**config.mk**
```make
export PLATFORM = sky130hd
export DESIGN_NAME = line_follow_pd_drive
export DESIGN_NICKNAME = d
export VERILOG_FILES = /design/src/hw/rtl/lfpd_pkg.sv /design/src/hw/rtl/line_follow_pd_drive.sv
export SDC_FILE = /design/constraint.sdc
export NUM_CORES = 2
export LEC_CHECK = 0
export ABC_CLOCK_PERIOD_IN_PS = 9200
export BUFFER_PORTS_ARGS = -buffer_cell sky130_fd_sc_hd__buf_2
export CORE_ASPECT_RATIO = 0.9
export CORE_MARGIN = 2
export CORE_UTILIZATION = 50
export CTS_CLUSTER_DIAMETER = 120
export DETAILED_ROUTE_END_ITERATION = 12
export GPL_TIMING_DRIVEN = 0
export PLACE_DENSITY = 0.69
export RECOVER_POWER = 100
export SYNTH_ARGS = -nofsm -noshare
export SYNTH_HDL_FRONTEND = slang
export SYNTH_SLANG_ARGS = --single-unit
```
**constraint.sdc**
```tcl
create_clock -name clk -period 9.2 [get_ports clk]
set_input_delay 1.84 -clock clk [delete_from_list [all_inputs] [get_ports clk]]
set_output_delay 1.84 -clock clk [all_outputs]
set_load 0.05 [all_outputs]
```
**src/hw/rtl/lfpd_pkg.sv**
```systemverilog
package lfpd_pkg;

  localparam int ELAPSED_WIDTH = 24;

  // signed product widths of the numerator terms
  localparam int PA_W  = ELAPSED_WIDTH + 14;
  localparam int PB_W  = 34;
  localparam int NUM_W = ((PA_W > PB_W) ? PA_W : PB_W) + 1;
  localparam int CNT_W = $clog2(NUM_W);

  localparam logic signed [20:0] US_PER_SECOND = 21'sd1000000;

  typedef enum logic [2:0] {
    CFG_BASE_SPEED   = 3'd0,
    CFG_GAIN_P       = 3'd1,
    CFG_GAIN_D       = 3'd2,
    CFG_DRIVE_MIN    = 3'd3,
    CFG_DRIVE_MAX    = 3'd4,
    CFG_MOTOR_ENABLE = 3'd5
  } cfg_index_t;

  typedef struct packed {
    logic [7:0]               sensor_bits;
    logic [ELAPSED_WIDTH-1:0] elapsed_us;
  } sense_t;

  typedef struct packed {
    logic [7:0]        left_fwd;
    logic [7:0]        left_bwd;
    logic [7:0]        right_fwd;
    logic [7:0]        right_bwd;
    logic signed [3:0] position_error;
  } cmd_t;

endpackage

```
**src/hw/rtl/line_follow_pd_drive.sv**
```systemverilog
// PD line follower motor drive. Each sense transfer (sensor pattern plus elapsed
// microseconds) yields one cmd transfer carrying four PWM duties and the position
// error used. An item passes from acceptance through the MUL1, MUL2, SUM, DIV,
// CLAMP and OUT states to a loaded result; the DIV state is a restoring
// divider, which produces one quotient bit per cycle on a single shared
// compare/subtract unit. sense_stall is high while an item is in flight. The
// result sits in an output register, so the next item is taken while a result
// waits; a finished item waits in place only when that register is still full.
// Configuration writes are always ready and take effect immediately.
module line_follow_pd_drive (
  input  logic                clk,
  input  logic                rst,
  input  logic                sense_valid,
  output logic                sense_stall,
  input  lfpd_pkg::sense_t    sense,
  output logic                cmd_valid,
  input  logic                cmd_stall,
  output lfpd_pkg::cmd_t      cmd,
  input  logic                cfg_valid,
  output logic                cfg_ready,
  input  lfpd_pkg::cfg_index_t cfg_index,
  input  logic [8:0]          cfg_data
);

  localparam int EW    = lfpd_pkg::ELAPSED_WIDTH;
  localparam int PA_W  = lfpd_pkg::PA_W;
  localparam int PB_W  = lfpd_pkg::PB_W;
  localparam int NUM_W = lfpd_pkg::NUM_W;
  localparam int CNT_W = lfpd_pkg::CNT_W;
  localparam int MV_W  = NUM_W + 2;

  typedef enum logic [2:0] {
    S_IDLE, S_MUL1, S_MUL2, S_SUM, S_DIV, S_CLAMP, S_OUT
  } state_t;

  state_t state;

  logic [7:0]        base_speed, gain_p, gain_d, drive_max;
  logic signed [8:0] drive_min;
  logic              motor_enable;

  logic signed [3:0] prev_error, held_error, e_cur;
  logic signed [4:0] diff;
  logic [EW-1:0]     dt;
  logic signed [12:0] p_mul, q_mul;
  logic signed [PA_W-1:0] prod_a;
  logic signed [PB_W-1:0] prod_b;
  logic [NUM_W-1:0]  quo;
  logic              neg;
  logic [EW-1:0]     rem;
  logic [CNT_W-1:0]  cnt;
  logic signed [9:0] left_drv, right_drv;

  function automatic logic [4:0] table_lookup(input logic [7:0] s);
    logic [4:0] r;
    unique case (s)
      8'h18:   r = {1'b1, 4'sd0};
      8'h30:   r = {1'b1, 4'sd1};
      8'h20:   r = {1'b1, 4'sd2};
      8'h60:   r = {1'b1, 4'sd3};
      8'h40:   r = {1'b1, 4'sd4};
      8'hC0:   r = {1'b1, 4'sd5};
      8'h80:   r = {1'b1, 4'sd6};
      8'h0C:   r = {1'b1, -4'sd1};
      8'h04:   r = {1'b1, -4'sd2};
      8'h06:   r = {1'b1, -4'sd3};
      8'h02:   r = {1'b1, -4'sd4};
      8'h03:   r = {1'b1, -4'sd5};
      8'h01:   r = {1'b1, -4'sd6};
      default: r = 5'b0;
    endcase
    return r;
  endfunction

  function automatic logic signed [9:0] clamp_drive(input logic signed [MV_W-1:0] v,
                                                    input logic signed [8:0] lo,
                                                    input logic [7:0] hi);
    logic signed [MV_W-1:0] r, lo_x, hi_x;
    lo_x = MV_W'(lo);
    hi_x = $signed({{(MV_W-8){1'b0}}, hi});
    r = v;
    if (r < lo_x) r = lo_x;
    if (r > hi_x) r = hi_x;
    return r[9:0];
  endfunction

  function automatic logic [15:0] split_drive(input logic signed [9:0] v);
    logic signed [9:0] m;
    logic [15:0] r;
    m = -v;
    if (v > 10'sd0) r = {v[7:0], 8'd0};
    else if (m > 10'sd255) r = {8'd0, 8'hFF};
    else r = {8'd0, m[7:0]};
    return r;
  endfunction

  // error decode at acceptance
  logic [4:0]        lookup;
  logic signed [3:0] e_tab, e_sel, held_next;
  logic              sense_xfer;

  assign sense_xfer = sense_valid && !sense_stall;
  assign lookup     = table_lookup(sense.sensor_bits);
  assign e_tab      = lookup[4] ? $signed(lookup[3:0]) : prev_error;

  always_comb begin
    held_next = held_error;
    if (sense.sensor_bits[7] && (|sense.sensor_bits[4:0])) begin
      e_sel = held_error;
    end else if (sense.sensor_bits != 8'd0) begin
      e_sel     = e_tab;
      held_next = e_tab;
    end else begin
      e_sel = held_error;
    end
  end

  // numerator and divider step
  logic signed [NUM_W-1:0] num_sum;
  logic [EW:0]             rem_sh, rem_sub;
  logic                    ge;

  assign num_sum = NUM_W'(prod_a) + NUM_W'(prod_b);
  assign rem_sh  = {rem, quo[NUM_W-1]};
  assign ge      = rem_sh >= {1'b0, dt};
  assign rem_sub = rem_sh - {1'b0, dt};

  // move and side drives
  logic signed [MV_W-1:0] move, base_x, left_raw, right_raw;
  logic [15:0]            left_pwm, right_pwm;

  assign move      = neg ? -MV_W'($signed({1'b0, quo})) : MV_W'($signed({1'b0, quo}));
  assign base_x    = $signed({{(MV_W-8){1'b0}}, base_speed});
  assign left_raw  = base_x - move;
  assign right_raw = base_x + move;
  assign left_pwm  = split_drive(left_drv);
  assign right_pwm = split_drive(right_drv);

  assign sense_stall = (state != S_IDLE);
  assign cfg_ready   = 1'b1;

  always_ff @(posedge clk) begin
    if (rst) begin
      state        <= S_IDLE;
      cmd_valid    <= 1'b0;
      prev_error   <= 4'sd0;
      held_error   <= 4'sd0;
      base_speed   <= 8'd0;
      gain_p       <= 8'd0;
      gain_d       <= 8'd0;
      drive_min    <= -9'sd255;
      drive_max    <= 8'd255;
      motor_enable <= 1'b0;
    end else begin
      if (cfg_valid && cfg_ready) begin
        unique case (cfg_index)
          lfpd_pkg::CFG_BASE_SPEED:   base_speed   <= cfg_data[7:0];
          lfpd_pkg::CFG_GAIN_P:       gain_p       <= cfg_data[7:0];
          lfpd_pkg::CFG_GAIN_D:       gain_d       <= cfg_data[7:0];
          lfpd_pkg::CFG_DRIVE_MIN:    drive_min    <= $signed(cfg_data);
          lfpd_pkg::CFG_DRIVE_MAX:    drive_max    <= cfg_data[7:0];
          lfpd_pkg::CFG_MOTOR_ENABLE: motor_enable <= cfg_data[0];
          default: ;
        endcase
      end

      if (cmd_valid && !cmd_stall && state != S_OUT) cmd_valid <= 1'b0;

      unique case (state)
        S_IDLE: begin
          if (sense_xfer) begin
            e_cur      <= e_sel;
            diff       <= 5'(e_sel) - 5'(prev_error);
            prev_error <= e_sel;
            held_error <= held_next;
            dt         <= (sense.elapsed_us == '0) ? EW'(1) : sense.elapsed_us;
            state      <= S_MUL1;
          end
        end
        S_MUL1: begin
          p_mul <= 13'(e_cur) * $signed({5'b0, gain_p});
          q_mul <= 13'(diff) * $signed({5'b0, gain_d});
          state <= S_MUL2;
        end
        S_MUL2: begin
          prod_a <= PA_W'(p_mul) * $signed({{(PA_W-EW){1'b0}}, dt});
          prod_b <= PB_W'(q_mul) * PB_W'(lfpd_pkg::US_PER_SECOND);
          state  <= S_SUM;
        end
        S_SUM: begin
          neg   <= num_sum[NUM_W-1];
          quo   <= num_sum[NUM_W-1] ? NUM_W'(-num_sum) : NUM_W'(num_sum);
          rem   <= '0;
          cnt   <= CNT_W'(NUM_W - 1);
          state <= S_DIV;
        end
        S_DIV: begin
          rem <= ge ? rem_sub[EW-1:0] : rem_sh[EW-1:0];
          quo <= {quo[NUM_W-2:0], ge};
          cnt <= cnt - CNT_W'(1);
          if (cnt == '0) state <= S_CLAMP;
        end
        S_CLAMP: begin
          left_drv  <= clamp_drive(left_raw, drive_min, drive_max);
          right_drv <= clamp_drive(right_raw, drive_min, drive_max);
          state     <= S_OUT;
        end
        S_OUT: begin
          if (!cmd_valid || !cmd_stall) begin
            cmd.left_fwd       <= motor_enable ? left_pwm[15:8] : 8'd0;
            cmd.left_bwd       <= motor_enable ? left_pwm[7:0] : 8'd0;
            cmd.right_fwd      <= motor_enable ? right_pwm[15:8] : 8'd0;
            cmd.right_bwd      <= motor_enable ? right_pwm[7:0] : 8'd0;
            cmd.position_error <= e_cur;
            cmd_valid          <= 1'b1;
            state              <= S_IDLE;
          end
        end
        default: state <= S_IDLE;
      endcase
    end
  end

endmodule

```
After elaboration in Yosys (flattened, before gate mapping)
Index checks and enable logic that the tools add are counted.
{"block": "totals", "ff_bits": 301, "in_bits": 49, "output_inout_bits": 39, "word_cells": 144}
{"block": "classes", "addsub": 10, "n_mul": 4, "n_lt_le_gt_ge": 9, "eq_ne": 28, "muxes": 29, "bitwise_logic": 2, "reduce_logical": 33}
{"operator": "$mux 41", "n": 7}
{"operator": "$gt 41x9->1", "n": 2}
{"operator": "$lt 41x9->1", "n": 2}
{"operator": "$pmux 39 s2", "n": 1}
{"operator": "$pmux 5 s13", "n": 1}
{"operator": "$pmux 24 s2", "n": 1}
{"operator": "$add 9x41->41", "n": 1}
{"operator": "$neg 39->41", "n": 1}
{"operator": "$sub 9x41->41", "n": 1}
{"operator": "$add 38x34->39", "n": 1}
{"operator": "$mux 39", "n": 1}
{"operator": "$neg 39->39", "n": 1}
{"operator": "$mul 13x25->38", "n": 1}
{"operator": "$mux 16", "n": 2}
{"operator": "$mux 8", "n": 4}
{"operator": "$mul 13x15->28 const B", "n": 1}
{"operator": "$ge 25x24->1", "n": 1}
{"operator": "$logic_not 24->1", "n": 1}
{"operator": "$mux 24", "n": 1}
{"operator": "$reduce_and 2->1", "n": 12}
{"operator": "$sub 24x24->24", "n": 1}
{"operator": "$pmux 3 s7", "n": 1}
{"operator": "$gt 10x1->1 const B", "n": 2}
{"operator": "$gt 10x9->1 const B", "n": 2}
{"operator": "34 further kinds", "n": 66}

Logic depth before layout (Yosys ltp)
{"block": "depth", "word_depth": 9, "depth_mapped": 45, "depth_no_buf": 37}

Worst setup path before layout
No wires, ideal clock.
{"block": "synth_timing", "path_type": "reg-to-reg", "startpoint": "reg neg", "endpoint": "reg left_drv[1], data pin", "setup_time_ps": 260, "arrival_ps": 9442, "required_time_ps": 8940, "setup_slack_ps": -503, "path_stages_with_launch": 46, "path_buffers": 11, "period_less_slack_ps": 9703, "path_cell_list": "edfxtp_1 buf_2 clkbuf_1 buf_1 clkbuf_1 clkbuf_1 clkbuf_1 clkbuf_1 nand2b_1 xnor2_1 ha_1 clkbuf_1 nand2b_1 a221oi_1 o221ai_1 nor3_1 nand3_1 or3_1 [10 not listed] mux2_2 buf_1 nand2_1 o21ai_0 ha_1 nor2b_1 o21a_1 o21ai_0 a21oi_1 a211oi_1 o311ai_0 a2111oi_0 o2111ai_1 nor4_1 a31oi_1 a21o_1 buf_6 mux2_4"}
{"block": "synth_between", "elab_chain_len": 8}
{"element": "start, declared", "line_no": "line_follow_pd_drive.sv:49", "source": "logic neg;"}
{"element": "start signal, assigned", "line_no": "line_follow_pd_drive.sv:191", "source": "neg <= num_sum[NUM_W-1];"}
{"element": "$mux 41 *", "line_no": "line_follow_pd_drive.sv:132", "source": "assign move = neg ? -MV_W'($signed({1'b0, quo})) : MV_W'($signed({1'b0, quo}));"}
{"element": "$sub 9x41->41 *", "line_no": "line_follow_pd_drive.sv:134", "source": "assign left_raw = base_x - move;"}
{"element": "$lt 41x9->1", "line_no": "line_follow_pd_drive.sv:82", "source": "if (r < lo_x) r = lo_x;"}
{"element": "$mux 41 *", "line_no": "line_follow_pd_drive.sv:82"}
{"element": "$mux 41 *", "line_no": "line_follow_pd_drive.sv:169", "source": "unique case (state)"}
{"element": "$mux 41 *", "line_no": "line_follow_pd_drive.sv:143", "source": "if (rst) begin"}
{"element": "$gt 41x9->1", "line_no": "line_follow_pd_drive.sv:83", "source": "if (r > hi_x) r = hi_x;"}
{"element": "$mux 8 *", "line_no": "line_follow_pd_drive.sv:83"}
{"element": "end signal, assigned", "line_no": "line_follow_pd_drive.sv:204", "source": "left_drv <= clamp_drive(left_raw, drive_min, drive_max);"}
{"element": "end, declared", "line_no": "line_follow_pd_drive.sv:52", "source": "logic signed [9:0] left_drv, right_drv;"}
Every way passes the cells marked *; elsewhere a longest branch is shown, timed or not. The select of a mux whose other input is x is not followed.
A chain may end at the register's enable or synchronous reset.

Worst setup path after layout
Same ends and word-level chain as after synthesis.

==> impl_metrics.toml <==
[status]
status = "finished with violations"
failed_checks = "capacitance limit, slew limit"

[logic_synthesis]
synth_sequential_area_ratio_pct = 22.71
synth-seq-cells = 301
async_flop_share_pct = 0
synth_edf_count = 251
synthCells = 4137
avgSynthCellArea_um2 = 9.089
synth_nets = 4961
netlist_area_um2 = 37600
ys_types = 100
yosysWarnings = 0
synthFlopType = "edfxtp_1"

[hold_path]
min_path_cells = 2
min_to = "base_speed[0]$_SDFFE_PP0P_"
min_path_type = "flip-flop to flip-flop"
hold_path_startpoint = "base_speed[0]$_SDFFE_PP0P_"

[final_layout]
fin_util_pct = 56.34
layout_common_cells = "479 x inv_1, 477 x nand2_1, 446 x ha_1"
final_cell_count_no_fill = 5339
final_nets = 5163
seqCellArea_um2 = 8538
syn_to_final_growth_pct = 11.66
drive_gt1_share_pct = 8.402
multiInputGateArea_um2 = 27330
num-fill-cells = 6689
final_common_cell = "inv_1"

[place]
dp_hpwl_mm = 79.54
place_inst = 5206
port_buffers = 82
gp_congestion = 0.9237

[detailed_routing]
route.detailed.drc = 0
via_per_inst = 5.727
drtIter0Drc = 2241
drtPass1Iterations = 6
ant_nets = 0
vias = 30578
wl_per_cell_um = 18.55
routed_wl_mm = 99.03

[power_and_ir_drop]
p_seq_share_pct = 21.6
comb_power_share_pct = 61.3
netSwitchingFraction_pct = 43.31
switching_power_mw = 3.881
power_density_nw_per_um2 = 213.4
p_leak_nw = 18.35
clkPwrFrac_pct = 17.1
peakVddDrop_v = 0.0003050
p_total_mw = 8.960
p_int_mw = 5.079

[grt]
antenna_found_initial = 0
grt_usage_pct = 25.77
grt_max_degree = 38
grt_remaining_overflow = 0
grt_pass1_wl_mm = 159.4
grt_pass1_vias = 29622

[setup_path]
crit_path_top_delay_cell = "or4_4"
r2r-start = "neg$_DFFE_PP_"
path_class = "flip-flop to flip-flop"
critPathCaptureType = "flip-flop"
crit_arrival_ns = 9.33
worst-r2r-setup-slack_ns = 0.20
critical_path.most_common_cell = "clkbuf_16"
crit_start = "neg$_DFFE_PP_"
slowest_delay_ns = 0.49
r2r_end = "left_drv[1]$_DFFE_PP_"
cp-start-kind = "flip-flop"
path_max_fanout = 10
crit_family = "compound AO/OA/AOI/OAI gates"
rr_worst_depth = 42
worstPathRequired_ns = 9.53
worst-path-buf-inv = 9

[floorplan]
num_rows = 95
die_area_um2 = 77420
dieHeight_um = 264.2
core_um2 = 74530
boundaryPins = 88
die_x_um = 293.1
initial_core_util_pct = 50.45

[cts]
clkTransAtPathRegs_ns = 0.06
cts_buffers = 38
clock_latency_ns = 0.59
cts_sinks = 301
clock_tree.root_cell = "clkbuf_16"
ctsHoldBuffers = 0
cts_tree = "done"
htree_levels = 2
cts_buffer_depth = 3

[sta]
skew_ns = 0.02876
whs_ns = 0.4821
tns_ns = 0
period_needed_ns = 9.001
hold_viol_final = 0
fin_crit_sh_pct = 97.84
max_slew_margin_pct = -1.817
drv_slew = 74
max_freq_ghz = 0.1111
worst_pin_slew_ns = 1.527
setup_viol = 0

[job]
maxCapViolCount = 3
## kinds of logic after synthesis
group / share of synthesized area, %
AO/OA/AOI/OAI: 12.53
XOR/XNOR: 6.751
adder cells (fa/ha/maj): 32.24
buffers and inverters: 6.728
flip-flops: 22.71
multiplexers: 1.334
other: 0.009973
AND/OR/NAND/NOR: 17.70
## power groups by stage
stage / logic, mW / clock network (mW) / registers, mW
6_report: 5.49 / 1.53 / 1.94
4_1_cts: 5.48 / 1.56 / 1.94
3_5_place_dp: 5.40 / 0 / 1.96
2_1_floorplan: 4.18 / 0 / 1.93
5_1_grt: 6.20 / 1.61 / 1.94
3_3_place_gp: 5.32 / 0 / 1.97
## synth_stat cells (11+ instances only)
master,number,area [um^2]
inv_1,482,1809
nand2_1,480,1802
ha_1,452,5655
fa_1,323,6466
edfxtp_1,251,7537
nor2_1,238,893.4
a21oi_1,226,1131
xnor2_1,175,1533
clkbuf_1,157,589.3
and2_1,151,944.7
o21ai_0,146,730.7
xor2_1,113,989.7
nor3_1,80,400.4
nand3_1,64,320.3
a21o_1,62,465.5
nand4_1,54,337.8
dfxtp_1,50,1001
nand2b_1,49,306.5
nor4_1,40,250.2
or3_1,33,206.5
and3_1,30,187.7
o21a_1,26,195.2
o31ai_1,26,195.2
mux2i_1,25,250.2
nor2b_1,25,156.4
o21bai_1,25,187.7
or2_2,25,156.4
a211oi_1,22,165.2
a31oi_1,22,137.6
o211ai_1,21,157.7
a211o_1,13,113.9
mux2_2,13,146.4
o41ai_1,13,113.9
or4_1,12,90.09
nor3b_1,11,82.58
o22ai_1,11,68.82
## layout make-up
cell class | instances | share of cell area (%)
inverter | 482 | 4.309
tap | 970 | 2.891
timing repair buffer | 168 | 2.336
sequential | 301 | 20.33
antenna | 1 | 0.005960
clock inverter | 25 | 0.5990
buffer | 171 | 2.020
multi-input combinational | 3177 | 65.08
clock buffer | 44 | 2.420
## routing by layer
metal / GRT usage, % / part of all wire, % / vias up / wire length (um)
met1: 36.44 / 45 / 14846 / 44310
met3: 4.695 / 7.5 / 157 / 7400
met2: 40.52 / 45 / 984 / 44550
met4: 7.124 / 2.8 / 0 / 2763
li1: - / - / 14591 / -
met5: 0 / 0 / - / 0
## worst max-delay path by stage
stage,slack [ns],end,depth (start not counted)
6_report,0.20,left_drv[1]$_DFFE_PP_,42
5_1_grt,-0.06,left_drv[1]$_DFFE_PP_,39
4_1_cts,0.002,left_drv[4]$_DFFE_PP_,42
3_5_place_dp,-3.34,right_drv[1]$_DFFE_PP_,41
3_3_place_gp,-3.36,right_drv[1]$_DFFE_PP_,41
2_1_floorplan,0.02,left_drv[1]$_DFFE_PP_,45
## state kept, by name (all words and copies together), names as in the netlist
| name | flops |
|---|---|
| quo | 39 |
| prod_a | 38 |
| cmd | 36 |
| prod_b | 28 |
| dt | 24 |
| rem | 24 |
| p_mul | 13 |
| q_mul | 13 |
| left_drv | 10 |
| right_drv | 10 |
| drive_min | 9 |
| base_speed | 8 |
| drive_max | 8 |
| gain_d | 8 |
| gain_p | 8 |
| cnt | 6 |
| diff | 5 |
| e_cur | 4 |
| held_error | 4 |
| state | 3 |
| cmd_valid | 1 |
| motor_enable | 1 |
| neg | 1 |
## through the flow
stage               worst slack [ns]  cell area (um^2)
floorplan                    0.01866             37610
global placement              -3.361             39240
detailed placement            -3.343             39500
CTS                         0.001777             41660
global route                -0.05677             41990
finish                        0.1990             41990
## worst register-to-register path: cells and delay by family, from the launching register on
| family | cells | cell delay, ns |
|---|---|---|
| AOI/OAI and AO/OA | 16 | 3.06 |
| buffers and inverters | 9 | 1.38 |
| adders and majority gates | 3 | 0.93 |
| muxes | 2 | 0.62 |
| and+or+nand+nor | 10 | 1.92 |
| xor gates and xnor gates | 2 | 0.41 |
| DFF | 1 | 0.41 |
## timing repair
action	4_1_cts	5_1_grt
setup endpoints to repair	20	20
gates cloned	1	0
pin swaps	36	51
buffers inserted	38	30
resized for setup	115	70
No activity file was read; power rests on OpenSTA's default activity.
